===== src/rtl/mswd_pkg.sv =====
`default_nettype none
// ----------------------------------------------------------------------------
// mswd_pkg
// Shared types, constants and helpers of the multi-slot stall watchdog.
// ----------------------------------------------------------------------------
package mswd_pkg;

	localparam int SLOTS        = 8;
	localparam int VERSION_BITS = 16;
	localparam int MAX_ALERTS   = 8;
	localparam int IDX_W        = (SLOTS > 1) ? $clog2(SLOTS) : 1;
	localparam int ACT_W        = 4;
	localparam int CFG_IDX_W    = 2;

	localparam logic [ACT_W-1:0] ACT_LIMIT =
		ACT_W'((SLOTS < MAX_ALERTS) ? SLOTS : MAX_ALERTS);

	localparam logic [1:0] OP_ENTER = 2'd0;
	localparam logic [1:0] OP_LEAVE = 2'd1;
	localparam logic [1:0] OP_TICK  = 2'd2;

	localparam logic [CFG_IDX_W-1:0] REG_ACTIVE_SLOTS = 2'd0;
	localparam logic [CFG_IDX_W-1:0] REG_MONITOR_EN   = 2'd1;
	localparam logic [CFG_IDX_W-1:0] REG_SENDER_ID    = 2'd2;

	typedef struct packed {
		logic [1:0]  operation;
		logic [2:0]  slot;
		logic [31:0] destination_id;
	} in_item_t;

	typedef struct packed {
		logic [31:0] alert_destination;
		logic [2:0]  alert_slot;
		logic [31:0] alert_sender;
		logic        last_alert;
	} out_item_t;

	typedef enum logic [1:0] {
		ST_IDLE,
		ST_SCAN,
		ST_FLUSH
	} state_t;

	typedef struct packed {
		logic update;      // enter/leave on the accepted beat
		logic is_enter;
		logic scan_start;
		logic scan_step;
		logic push;        // move held alert into the output register
		logic push_last;
		logic clear_held;
	} ctl_cmd_t;

	typedef struct packed {
		logic slot_ok;
		logic enable;
		logic hit;
		logic scan_last;
		logic held_valid;
		logic out_free;
	} dp_sts_t;

	function automatic logic [ACT_W-1:0] clamp_slots(input logic [31:0] v);
		logic [ACT_W-1:0] n;
		n = v[ACT_W-1:0];
		if (n == '0)
			n = ACT_W'(1);
		if (n > ACT_LIMIT)
			n = ACT_LIMIT;
		return n;
	endfunction

endpackage
`default_nettype wire


===== src/rtl/mswd_ctrl.sv =====
`default_nettype none
// ----------------------------------------------------------------------------
// mswd_ctrl
// Sequencer: takes input beats while idle, walks the slots on a tick and
// decides when a held alert may move into the output register.
// ----------------------------------------------------------------------------
module mswd_ctrl (
	input  wire logic                clk,
	input  wire logic                arst_n,
	input  wire logic                in_valid,
	input  wire logic [1:0]          in_op,
	output logic                     in_stall,
	input  wire mswd_pkg::dp_sts_t   sts,
	output mswd_pkg::ctl_cmd_t       cmd
);
	import mswd_pkg::*;

	state_t state_q, state_d;

	always_ff @(posedge clk or negedge arst_n) begin
		if (!arst_n)
			state_q <= ST_IDLE;
		else
			state_q <= state_d;
	end

	always_comb begin
		state_d  = state_q;
		cmd      = '0;
		in_stall = 1'b1;
		unique case (state_q)
			ST_IDLE: begin
				in_stall = 1'b0;
				if (in_valid) begin
					unique case (in_op) inside
						OP_ENTER, OP_LEAVE: begin
							cmd.update   = sts.slot_ok;
							cmd.is_enter = (in_op == OP_ENTER);
						end
						OP_TICK: begin
							if (sts.enable) begin
								cmd.scan_start = 1'b1;
								state_d        = ST_SCAN;
							end
						end
						default: ;
					endcase
				end
			end
			ST_SCAN: begin
				// a second hit needs room for the one already held
				if (!(sts.hit && sts.held_valid && !sts.out_free)) begin
					cmd.scan_step = 1'b1;
					cmd.push      = sts.hit && sts.held_valid;
					if (sts.scan_last)
						state_d = ST_FLUSH;
				end
			end
			ST_FLUSH: begin
				if (!sts.held_valid) begin
					state_d = ST_IDLE;
				end else if (sts.out_free) begin
					cmd.push       = 1'b1;
					cmd.push_last  = 1'b1;
					cmd.clear_held = 1'b1;
					state_d        = ST_IDLE;
				end
			end
			default: state_d = ST_IDLE;
		endcase
	end

endmodule
`default_nettype wire


===== src/rtl/mswd_dp.sv =====
`default_nettype none
// ----------------------------------------------------------------------------
// mswd_dp
// Datapath: per-slot version and destination registers, configuration
// registers, scan index, one held alert and the output register.
// ----------------------------------------------------------------------------
module mswd_dp (
	input  wire logic                          clk,
	input  wire logic                          arst_n,
	input  wire mswd_pkg::in_item_t            in_data,
	input  wire logic                          cfg_we,
	input  wire logic [mswd_pkg::CFG_IDX_W-1:0] cfg_index,
	input  wire logic [31:0]                   cfg_data,
	input  wire mswd_pkg::ctl_cmd_t            cmd,
	output mswd_pkg::dp_sts_t                  sts,
	output logic                               out_valid,
	input  wire logic                          out_stall,
	output mswd_pkg::out_item_t                out_data
);
	import mswd_pkg::*;

	logic [VERSION_BITS-1:0] act_ver_q [SLOTS];
	logic [VERSION_BITS-1:0] chk_ver_q [SLOTS];
	logic [31:0]             dest_q    [SLOTS];

	logic [ACT_W-1:0] active_q;
	logic             enable_q;
	logic [31:0]      sender_q;

	logic [IDX_W-1:0] idx_q;
	logic             held_valid_q;
	logic [31:0]      held_dest_q;
	logic [IDX_W-1:0] held_slot_q;
	logic             out_valid_q;
	out_item_t        out_q;

	logic [IDX_W-1:0]        upd_idx;
	logic [IDX_W-1:0]        rd_idx;
	logic [VERSION_BITS-1:0] rd_act;
	logic [VERSION_BITS-1:0] rd_chk;
	logic [31:0]             rd_dest;
	logic                    same_ver;

	// update port and scan port read separately, so status never depends on commands
	assign upd_idx  = IDX_W'(in_data.slot);
	assign rd_idx   = idx_q;
	assign rd_act   = act_ver_q[rd_idx];
	assign rd_chk   = chk_ver_q[rd_idx];
	assign rd_dest  = dest_q[rd_idx];
	assign same_ver = (rd_act == rd_chk);

	assign sts.slot_ok    = ({{IDX_W{1'b0}}, in_data.slot} < (IDX_W + 3)'(SLOTS));
	assign sts.enable     = enable_q;
	assign sts.hit        = same_ver && (rd_dest != '0);
	assign sts.scan_last  = (({{ACT_W{1'b0}}, idx_q} + (IDX_W + ACT_W)'(1))
		== {{IDX_W{1'b0}}, active_q});
	assign sts.held_valid = held_valid_q;
	assign sts.out_free   = !out_valid_q || !out_stall;

	// slot state
	always_ff @(posedge clk or negedge arst_n) begin
		if (!arst_n) begin
			for (int i = 0; i < SLOTS; i++) begin
				act_ver_q[i] <= '0;
				chk_ver_q[i] <= '0;
				dest_q[i]    <= '0;
			end
		end else if (cmd.update) begin
			dest_q[upd_idx]    <= cmd.is_enter ? in_data.destination_id : 32'd0;
			act_ver_q[upd_idx] <= act_ver_q[upd_idx] + VERSION_BITS'(1);
		end else if (cmd.scan_step) begin
			if (!same_ver)
				chk_ver_q[rd_idx] <= rd_act;
			else if (rd_dest != '0)
				dest_q[rd_idx] <= 32'd0;
		end
	end

	// configuration
	always_ff @(posedge clk or negedge arst_n) begin
		if (!arst_n) begin
			active_q <= ACT_W'(1);
			enable_q <= 1'b0;
			sender_q <= '0;
		end else if (cfg_we) begin
			unique case (cfg_index)
				REG_ACTIVE_SLOTS: active_q <= clamp_slots(cfg_data);
				REG_MONITOR_EN:   enable_q <= cfg_data[0];
				REG_SENDER_ID:    sender_q <= cfg_data;
				default: ;
			endcase
		end
	end

	// scan index and held alert
	always_ff @(posedge clk or negedge arst_n) begin
		if (!arst_n) begin
			idx_q        <= '0;
			held_valid_q <= 1'b0;
		end else begin
			if (cmd.scan_start)
				idx_q <= '0;
			else if (cmd.scan_step)
				idx_q <= idx_q + IDX_W'(1);
			if (cmd.scan_start || cmd.clear_held)
				held_valid_q <= 1'b0;
			else if (cmd.scan_step && sts.hit)
				held_valid_q <= 1'b1;
		end
	end

	always_ff @(posedge clk) begin
		if (cmd.scan_step && sts.hit) begin
			held_dest_q <= rd_dest;
			held_slot_q <= idx_q;
		end
	end

	// output register
	always_ff @(posedge clk or negedge arst_n) begin
		if (!arst_n)
			out_valid_q <= 1'b0;
		else if (cmd.push)
			out_valid_q <= 1'b1;
		else if (!out_stall)
			out_valid_q <= 1'b0;
	end

	always_ff @(posedge clk) begin
		if (cmd.push) begin
			out_q.alert_destination <= held_dest_q;
			out_q.alert_slot        <= 3'(held_slot_q);
			out_q.alert_sender      <= sender_q;
			out_q.last_alert        <= cmd.push_last;
		end
	end

	assign out_valid = out_valid_q;
	assign out_data  = out_q;

endmodule
`default_nettype wire


===== src/rtl/multi_slot_stall_watchdog.sv =====
`default_nettype none
// Enter and leave are taken while idle; a tick is dropped while monitoring is off.
// An enabled tick walks the active slots in turn in the scan loop, then a flush
// beat; the scan holds while the output side stalls a pending alert.
// A held alert moves into the output register at the next hit, or in the flush.
// arst_n clears all slot versions and destinations, active_slots to 1,
// monitoring off, sender ID to zero.
// ----------------------------------------------------------------------------
// multi_slot_stall_watchdog
// Per-slot stall watchdog: activity versions of the active slots are compared
// against the last checked version on each enabled tick and stalled slots raise one alert each.
// ----------------------------------------------------------------------------
module multi_slot_stall_watchdog (
	input  wire logic                           clk,
	input  wire logic                           arst_n,
	input  wire logic                           in_valid,
	output logic                                in_stall,
	input  wire mswd_pkg::in_item_t             in_data,
	output logic                                out_valid,
	input  wire logic                           out_stall,
	output mswd_pkg::out_item_t                 out_data,
	input  wire logic                           cfg_valid,
	output logic                                cfg_ready,
	input  wire logic [mswd_pkg::CFG_IDX_W-1:0] cfg_index,
	input  wire logic [31:0]                    cfg_data
);
	import mswd_pkg::*;

	ctl_cmd_t cmd;
	dp_sts_t  sts;

	assign cfg_ready = 1'b1;

	mswd_ctrl u_ctrl (
		.clk      (clk),
		.arst_n   (arst_n),
		.in_valid (in_valid),
		.in_op    (in_data.operation),
		.in_stall (in_stall),
		.sts      (sts),
		.cmd      (cmd)
	);

	mswd_dp u_dp (
		.clk       (clk),
		.arst_n    (arst_n),
		.in_data   (in_data),
		.cfg_we    (cfg_valid && cfg_ready),
		.cfg_index (cfg_index),
		.cfg_data  (cfg_data),
		.cmd       (cmd),
		.sts       (sts),
		.out_valid (out_valid),
		.out_stall (out_stall),
		.out_data  (out_data)
	);

	// an alert beat never carries an empty destination
	a_dest_nonzero: assert property (@(posedge clk) disable iff (!arst_n)
		out_valid |-> out_data.alert_destination != 32'd0)
		else $error("alert with zero destination");

	// a push only when the output register is free or draining
	a_push_room: assert property (@(posedge clk) disable iff (!arst_n)
		cmd.push |-> sts.out_free)
		else $error("output register overwritten");

	// nothing is left held once input is taken again
	a_idle_empty: assert property (@(posedge clk) disable iff (!arst_n)
		!in_stall |-> !sts.held_valid)
		else $error("held alert left behind after scan");

	// scan starts with no alert held
	a_start_clean: assert property (@(posedge clk) disable iff (!arst_n)
		cmd.scan_start |-> !sts.held_valid && !cmd.scan_step)
		else $error("scan started with stale alert");

endmodule
`default_nettype wire

===== config.mk =====
export PLATFORM = sky130hd
export DESIGN_NAME = multi_slot_stall_watchdog
export DESIGN_NICKNAME = d
export VERILOG_FILES = /design/src/rtl/mswd_pkg.sv /design/src/rtl/mswd_ctrl.sv /design/src/rtl/mswd_dp.sv /design/src/rtl/multi_slot_stall_watchdog.sv
export SDC_FILE = /design/constraint.sdc
export NUM_CORES = 1
export LEC_CHECK = 0
export BUFFER_PORTS_ARGS = -buffer_cell sky130_fd_sc_hd__buf_2
export CELL_PAD_IN_SITES_DETAIL_PLACEMENT = 1
export CELL_PAD_IN_SITES_GLOBAL_PLACEMENT = 1
export CORE_ASPECT_RATIO = 1.1
export CORE_UTILIZATION = 45
export DETAILED_ROUTE_END_ITERATION = 7
export PLACE_DENSITY_LB_ADDON = 0.2
export SYNTH_ARGS = -nofsm -noshare
export SYNTH_HDL_FRONTEND = slang
export SYNTH_HIERARCHICAL = 1
export SYNTH_SLANG_ARGS = --single-unit

===== constraint.sdc =====
create_clock -name clk -period 6.55 [get_ports clk]
set_input_delay 0.9825 -clock clk [delete_from_list [all_inputs] [get_ports clk]]
set_output_delay 0.9825 -clock clk [all_outputs]
set_load 0.05 [all_outputs]

### After elaboration in Yosys (flattened, before gate mapping)

Cells that the tools add are included.
W data, S select, Z words.

| operators by class | value |
|---|---|
| multipliers | 0 |
| $lt $le $gt $ge | 5 |
| shifts and indexed selects | 0 |
| add/sub/neg operators | 3 |
| muxes and demuxes | 58 |
| bitwise gates (word level) | 6 |
| div/mod/pow operators | 0 |
| equality and inequality tests | 15 |
| reductions and logical operators | 29 |

Operators by type and width:

| cell | number |
|---|---|
| $mux W256 | 4 |
| $and A256 B256 Y256 | 1 |
| $bwmux W128 | 2 |
| $bwmux W256 | 1 |
| $not A256 Y256 | 1 |
| $demux W32 S3 | 2 |
| $mux W32 | 5 |
| $bmux W16 S3 | 3 |
| $mux W16 | 8 |
| $bmux W32 S3 | 1 |
| $demux W16 S3 | 2 |
| $reduce_bool A32 Y1 | 1 |
| $mux W2 | 9 |
| $mux W3 | 6 |
| $add A16 B1 Y16 const B | 1 |
| $eq A16 B16 Y1 | 1 |
| $mux W4 | 4 |
| $reduce_bool A2 Y1 | 5 |
| $mux W1 | 9 |
| $ge A4 B4 Y1 const B | 2 |
| $lt A4 B1 Y1 const B | 2 |
| $not A3 Y4 | 2 |
| $reduce_and A2 Y1 | 4 |
| $eq A7 B4 Y1 | 1 |
| 19 further kinds | 39 |

| word-level totals | value |
|---|---|
| memory bits (writable) | 0 |
| memories | 0 |
| output and inout port bits | 71 |
| bits in latches | 0 |
| logic and storage cells | 153 |
| flip-flop bits (word level) | 659 |
| ROM bits | 0 |
| input port bits | 76 |

### Logic depth before layout (Yosys ltp)

| depth | value |
|---|---|
| depth in word-level cells | 13 |
| mapped depth | 20 |
| depth with buffers taken out | 12 |

### Modules after synthesis

Netlist, hierarchy kept.

By module, submodules not included:

| module | seq. area each (um2) | cells an instance | area an instance (um2) | instances |
|---|---|---|---|---|
| mswd_dp | 16957.5 | 3077 | 32591.3 | 1 |
| mswd_ctrl | 50.0 | 29 | 247.7 | 1 |
| multi_slot_stall_watchdog | 0.0 | 2 | 11.3 | 1 |

### Worst setup path before layout

Ideal clock, no wire load.

| timing path | value |
|---|---|
| path type | reg2reg |
| start point | register u_dp.idx_q[0] |
| end point | register u_dp.held_dest_q[0], enable pin |
| clock period less this slack | 6.894 ns |
| arrival time | 6.379 ns |
| stages on the path, launching flop included | 16 |
| library setup time | 0.515 ns |
| path slack | -0.344 ns |
| path buffers | 5 |
| required time | 6.035 ns |
| path through | dfrtp_1 > buf_6 > buf_4 > buf_2 > buf_2 > nand3b_1 > o22ai_1 > nor4_1 > a2111oi_1 > nand4_1 > buf_2 > or3_1 > nor2_1 > a21boi_0 > nand2_1 > nor4_1 |

RTL lines:

| item | RTL line | source |
|---|---|---|
| start: declaration | mswd_dp.sv:30 | `logic [IDX_W-1:0] idx_q;` |
| start signal: assignment | mswd_dp.sv:104 | `idx_q <= idx_q + IDX_W'(1);` |
| end signal: assignment | mswd_dp.sv:114 | `held_dest_q <= rd_dest;` |
| end: declaration | mswd_dp.sv:32 | `logic [31:0] held_dest_q;` |

==> flow_summary.yaml <==
route:
  drtAntennaViolNets: 0
  vias_per_cell: 6.125
  drtIter0Drc: 1695
  route.detailed.drc: 0
  num_vias: 25536
  drtPass1Iterations: 5
  drt-wirelength-per-cell_um: 26.25
  drt-total-wl_um: 109400
placement:
  io_buffers: 145
  place_hpwl_um: 67370
  dp_cells: 4038
  gp_congestion: 0.8327
  dpl-instance-area_um2: 34490
layout:
  layout_commonest_cell: "dfrtp_1"
  most-common-layout-cells: "552 x dfrtp_1, 500 x nand2_1, 394 x o21ai_0"
  seq_area_um2: 17020
  multiInputGateArea_um2: 14930
  nNetsFinal: 3250
  drive_gt1_frac: 0.2061
  area_delta_synth_final_pct: 12.18
  fin_area_um2: 36850
  n_fill_cell: 7767
  fin_cells: 4169
  final_core_util: 0.5115
clock_network:
  root_buffer: "clkbuf_16"
  clkTransAtPathRegs_ns: 0.06
  cts_setup_buffers: 0
  clock_path_buffers: 3
  clkLatencyLatePin_ns: 0.62
  cts.htree.levels: 3
  cts_sinks: 659
  cts_hold_buf: 0
  cts_tree: "yes"
  cts.repair.resized: 0
  cts_inserted_buffers: 74
job:
  max_cap_viol_count: 0
grt:
  grt_antenna_before_repair: 2
  gr-total-overflow: 0
  grt_pass1_vias: 27696
  grt_max_degree: 139
  grt_pass1_wl_um: 169200
  grt_usage: 0.2989
pwr:
  finalPower_mw: 12.66
  ir_drop_mv: 0.2673
  p_per_area_nw_per_um2: 343.4
  total_leakage_power_nw: 16.10
sta:
  slew_violations: 0
  tns_ns: 0
  hold_viol: 0
  worst_pin_slew_ns: 1.152
  finClkSkew_ns: 0.02913
  rsz0062_at_grt: "false"
  max-slew-margin-rel: 0.2318
  fmax_mhz: 160.5
  period_needed_ns: 6.231
  finalCritPeriodShare: 0.9513
  setup-violations-final: 0
synth:
  synth_nets: 3189
  yosysWarnings: 6
  synth_cell_types: 72
  synth_top_area_frac: 0.4228
  ys_top_cells_by_area: "dfrtp_1 42%, edfxtp_1 9.4%, mux4_2 6.7%, o21ai_0 6.0%, nand2_1 5.7%"
  avgSynthCellArea_um2: 10.57
  seq_area_frac_synth: 0.5177
  synthCells: 3108
  yosys_register_bits: 659
  synthArstFlopShare: 0.8437
  synthFlopType: "dfrtp_1"
  synth_edf_count: 103
  synth_area_um2: 32850
  yosys.area.top_type: "dfrtp_1"
floorplan:
  die_area_um2: 74090
  fp.dieH_um: 285.4
  ios: 147
  num_rows: 103
  core_um2: 72040
  die_w_um: 259.6
  initial_utilization: 0.4560
worst_setup_path:
  ff2ff_setup_slack_ns: 0.32
  rr_worst_depth: 13
  critPathMaxFanout: 111
  critPathRequiredTime_ns: 7.01
  r2r-end: "u_dp/dest_q[239]"
  worstSetupPathType: "reg -> reg"
  cp-endpoint: "u_dp/dest_q[239]"
  cp-end-kind: "register"
  crit_path_start: "u_dp/idx_q[0]"
  worstReg2RegStart: "u_dp/idx_q[0]"
  start_kind: "register"
  arrival_ns: 6.69
outcome:
  status: "complete, no violations"
worst_hold_path:
  worstHoldPathType: "in -> async"
[per-stage QoR]
step / worst slack [ns] / hold WS, ns
floorplan: 1.098 / 0.4003
global placement: 0.5075 / 0.4010
detailed placement: 0.4045 / 0.4057
CTS: 0.3722 / 0.4093
global route: 0.1206 / 0.4132
finish: 0.3191 / 0.4087
[worst min-delay path by stage]
stage                        endpoint                  from  cells past startpoint  slack (ns)
floorplan           u_dp/out_data[33]   u_dp/held_slot_q[0]                      0        0.40
global placement    u_dp/out_data[43]   u_dp/held_dest_q[7]                      0        0.40
detailed placement  u_dp/out_data[48]  u_dp/held_dest_q[12]                      0        0.41
CTS                 u_dp/out_data[39]   u_dp/held_dest_q[3]                      0        0.41
global route        u_dp/out_data[43]   u_dp/held_dest_q[7]                      0        0.41
finish               u_dp/dest_q[106]                arst_n                      1        0.41
[state kept, by name, summed over array words and instances (netlist names)]
signal / count
u_dp/dest_q: 256
u_dp/act_ver_q: 128
u_dp/chk_ver_q: 128
u_dp/out_data: 68
u_dp/held_dest_q: 32
u_dp/sender_q: 32
u_dp/active_q: 4
u_dp/held_slot_q: 3
u_dp/idx_q: 3
u_ctrl/state_q: 2
u_dp/enable_q: 1
u_dp/held_valid_q: 1
u_dp/out_valid: 1
[power breakdown]
part,total (mW),internal [mW],switching (mW),leakage [nW]
registers,4.94,4.48,0.454,7.24
clock network,4.13,2.43,1.70,1.16
logic,3.59,1.29,2.29,7.70
total,12.7,8.21,4.44,16.1
[kinds of logic (layout without fill, tap and decap cells)]
kind of cell	Yosys count	count (layout)	share of synthesized area
and+or+nand+nor	943	943	0.1202
AOI/OAI and AO/OA	783	783	0.1322
other	2	4	0.0002286
DFF	659	659	0.5177
buffers and inverters	239	353	0.03363
muxes	330	330	0.1549
adders and majority gates	5	5	0.001904
xor gates and xnor gates	147	147	0.03919
[worst max-delay path: stages (launching register included)]
cell	delay [ns]
dfrtp_4	1.11
mux4_2	0.66
nor3_1	0.64
nand4_1	0.26
a2111oi_0	0.82
and4b_1	0.59
nor2_1	0.14
a21boi_0	0.21
buf_4	0.18
nand2b_1	0.19
nor2_1	0.16
nor4b_4	0.38
buf_12	0.38
o21ai_0	0.22
[Yosys cell counts (7+ instances only)]
master and instances:
nand3_1 14, o31ai_4 8, edfxtp_1 103, buf_1 19
o22ai_1 24, nor2b_1 13, buf_4 10, a211oi_1 11
dfrtp_1 555, nand2_1 503, mux2_2 126, mux2_4 80
a2111oi_0 7, nand4_1 7, nand2b_1 11, mux4_2 98
nor4_1 18, buf_2 28, or3_1 7, o21ai_0 394
nor2_1 300, or3b_2 9, a21oi_1 277, nand3b_1 16
mux2i_1 26, xor2_1 85, nor3_1 23, xnor2_1 62
clkbuf_1 151, a221oi_1 15, inv_1 12, buf_8 9
[layer usage]
metal | up-vias | GRT usage | share of wire
met1 | 13495 | 0.3801 | 0.41
met5 | - | 0 | 0
met4 | 0 | 0.1287 | 0.040
met3 | 250 | 0.03511 | 0.045
li1 | 11060 | - | -
met2 | 731 | 0.5131 | 0.51
[final cells by class]
type	instances	area share
clock buffer	105	0.05731
tap	945	0.03209
timing repair buffer	209	0.03538
antenna	2	0.0001358
clock inverter	24	0.006655
inverter	15	0.001528
multi-input combinational	2210	0.4051
sequential	659	0.4618
No activity file was read; power rests on OpenSTA's default activity.
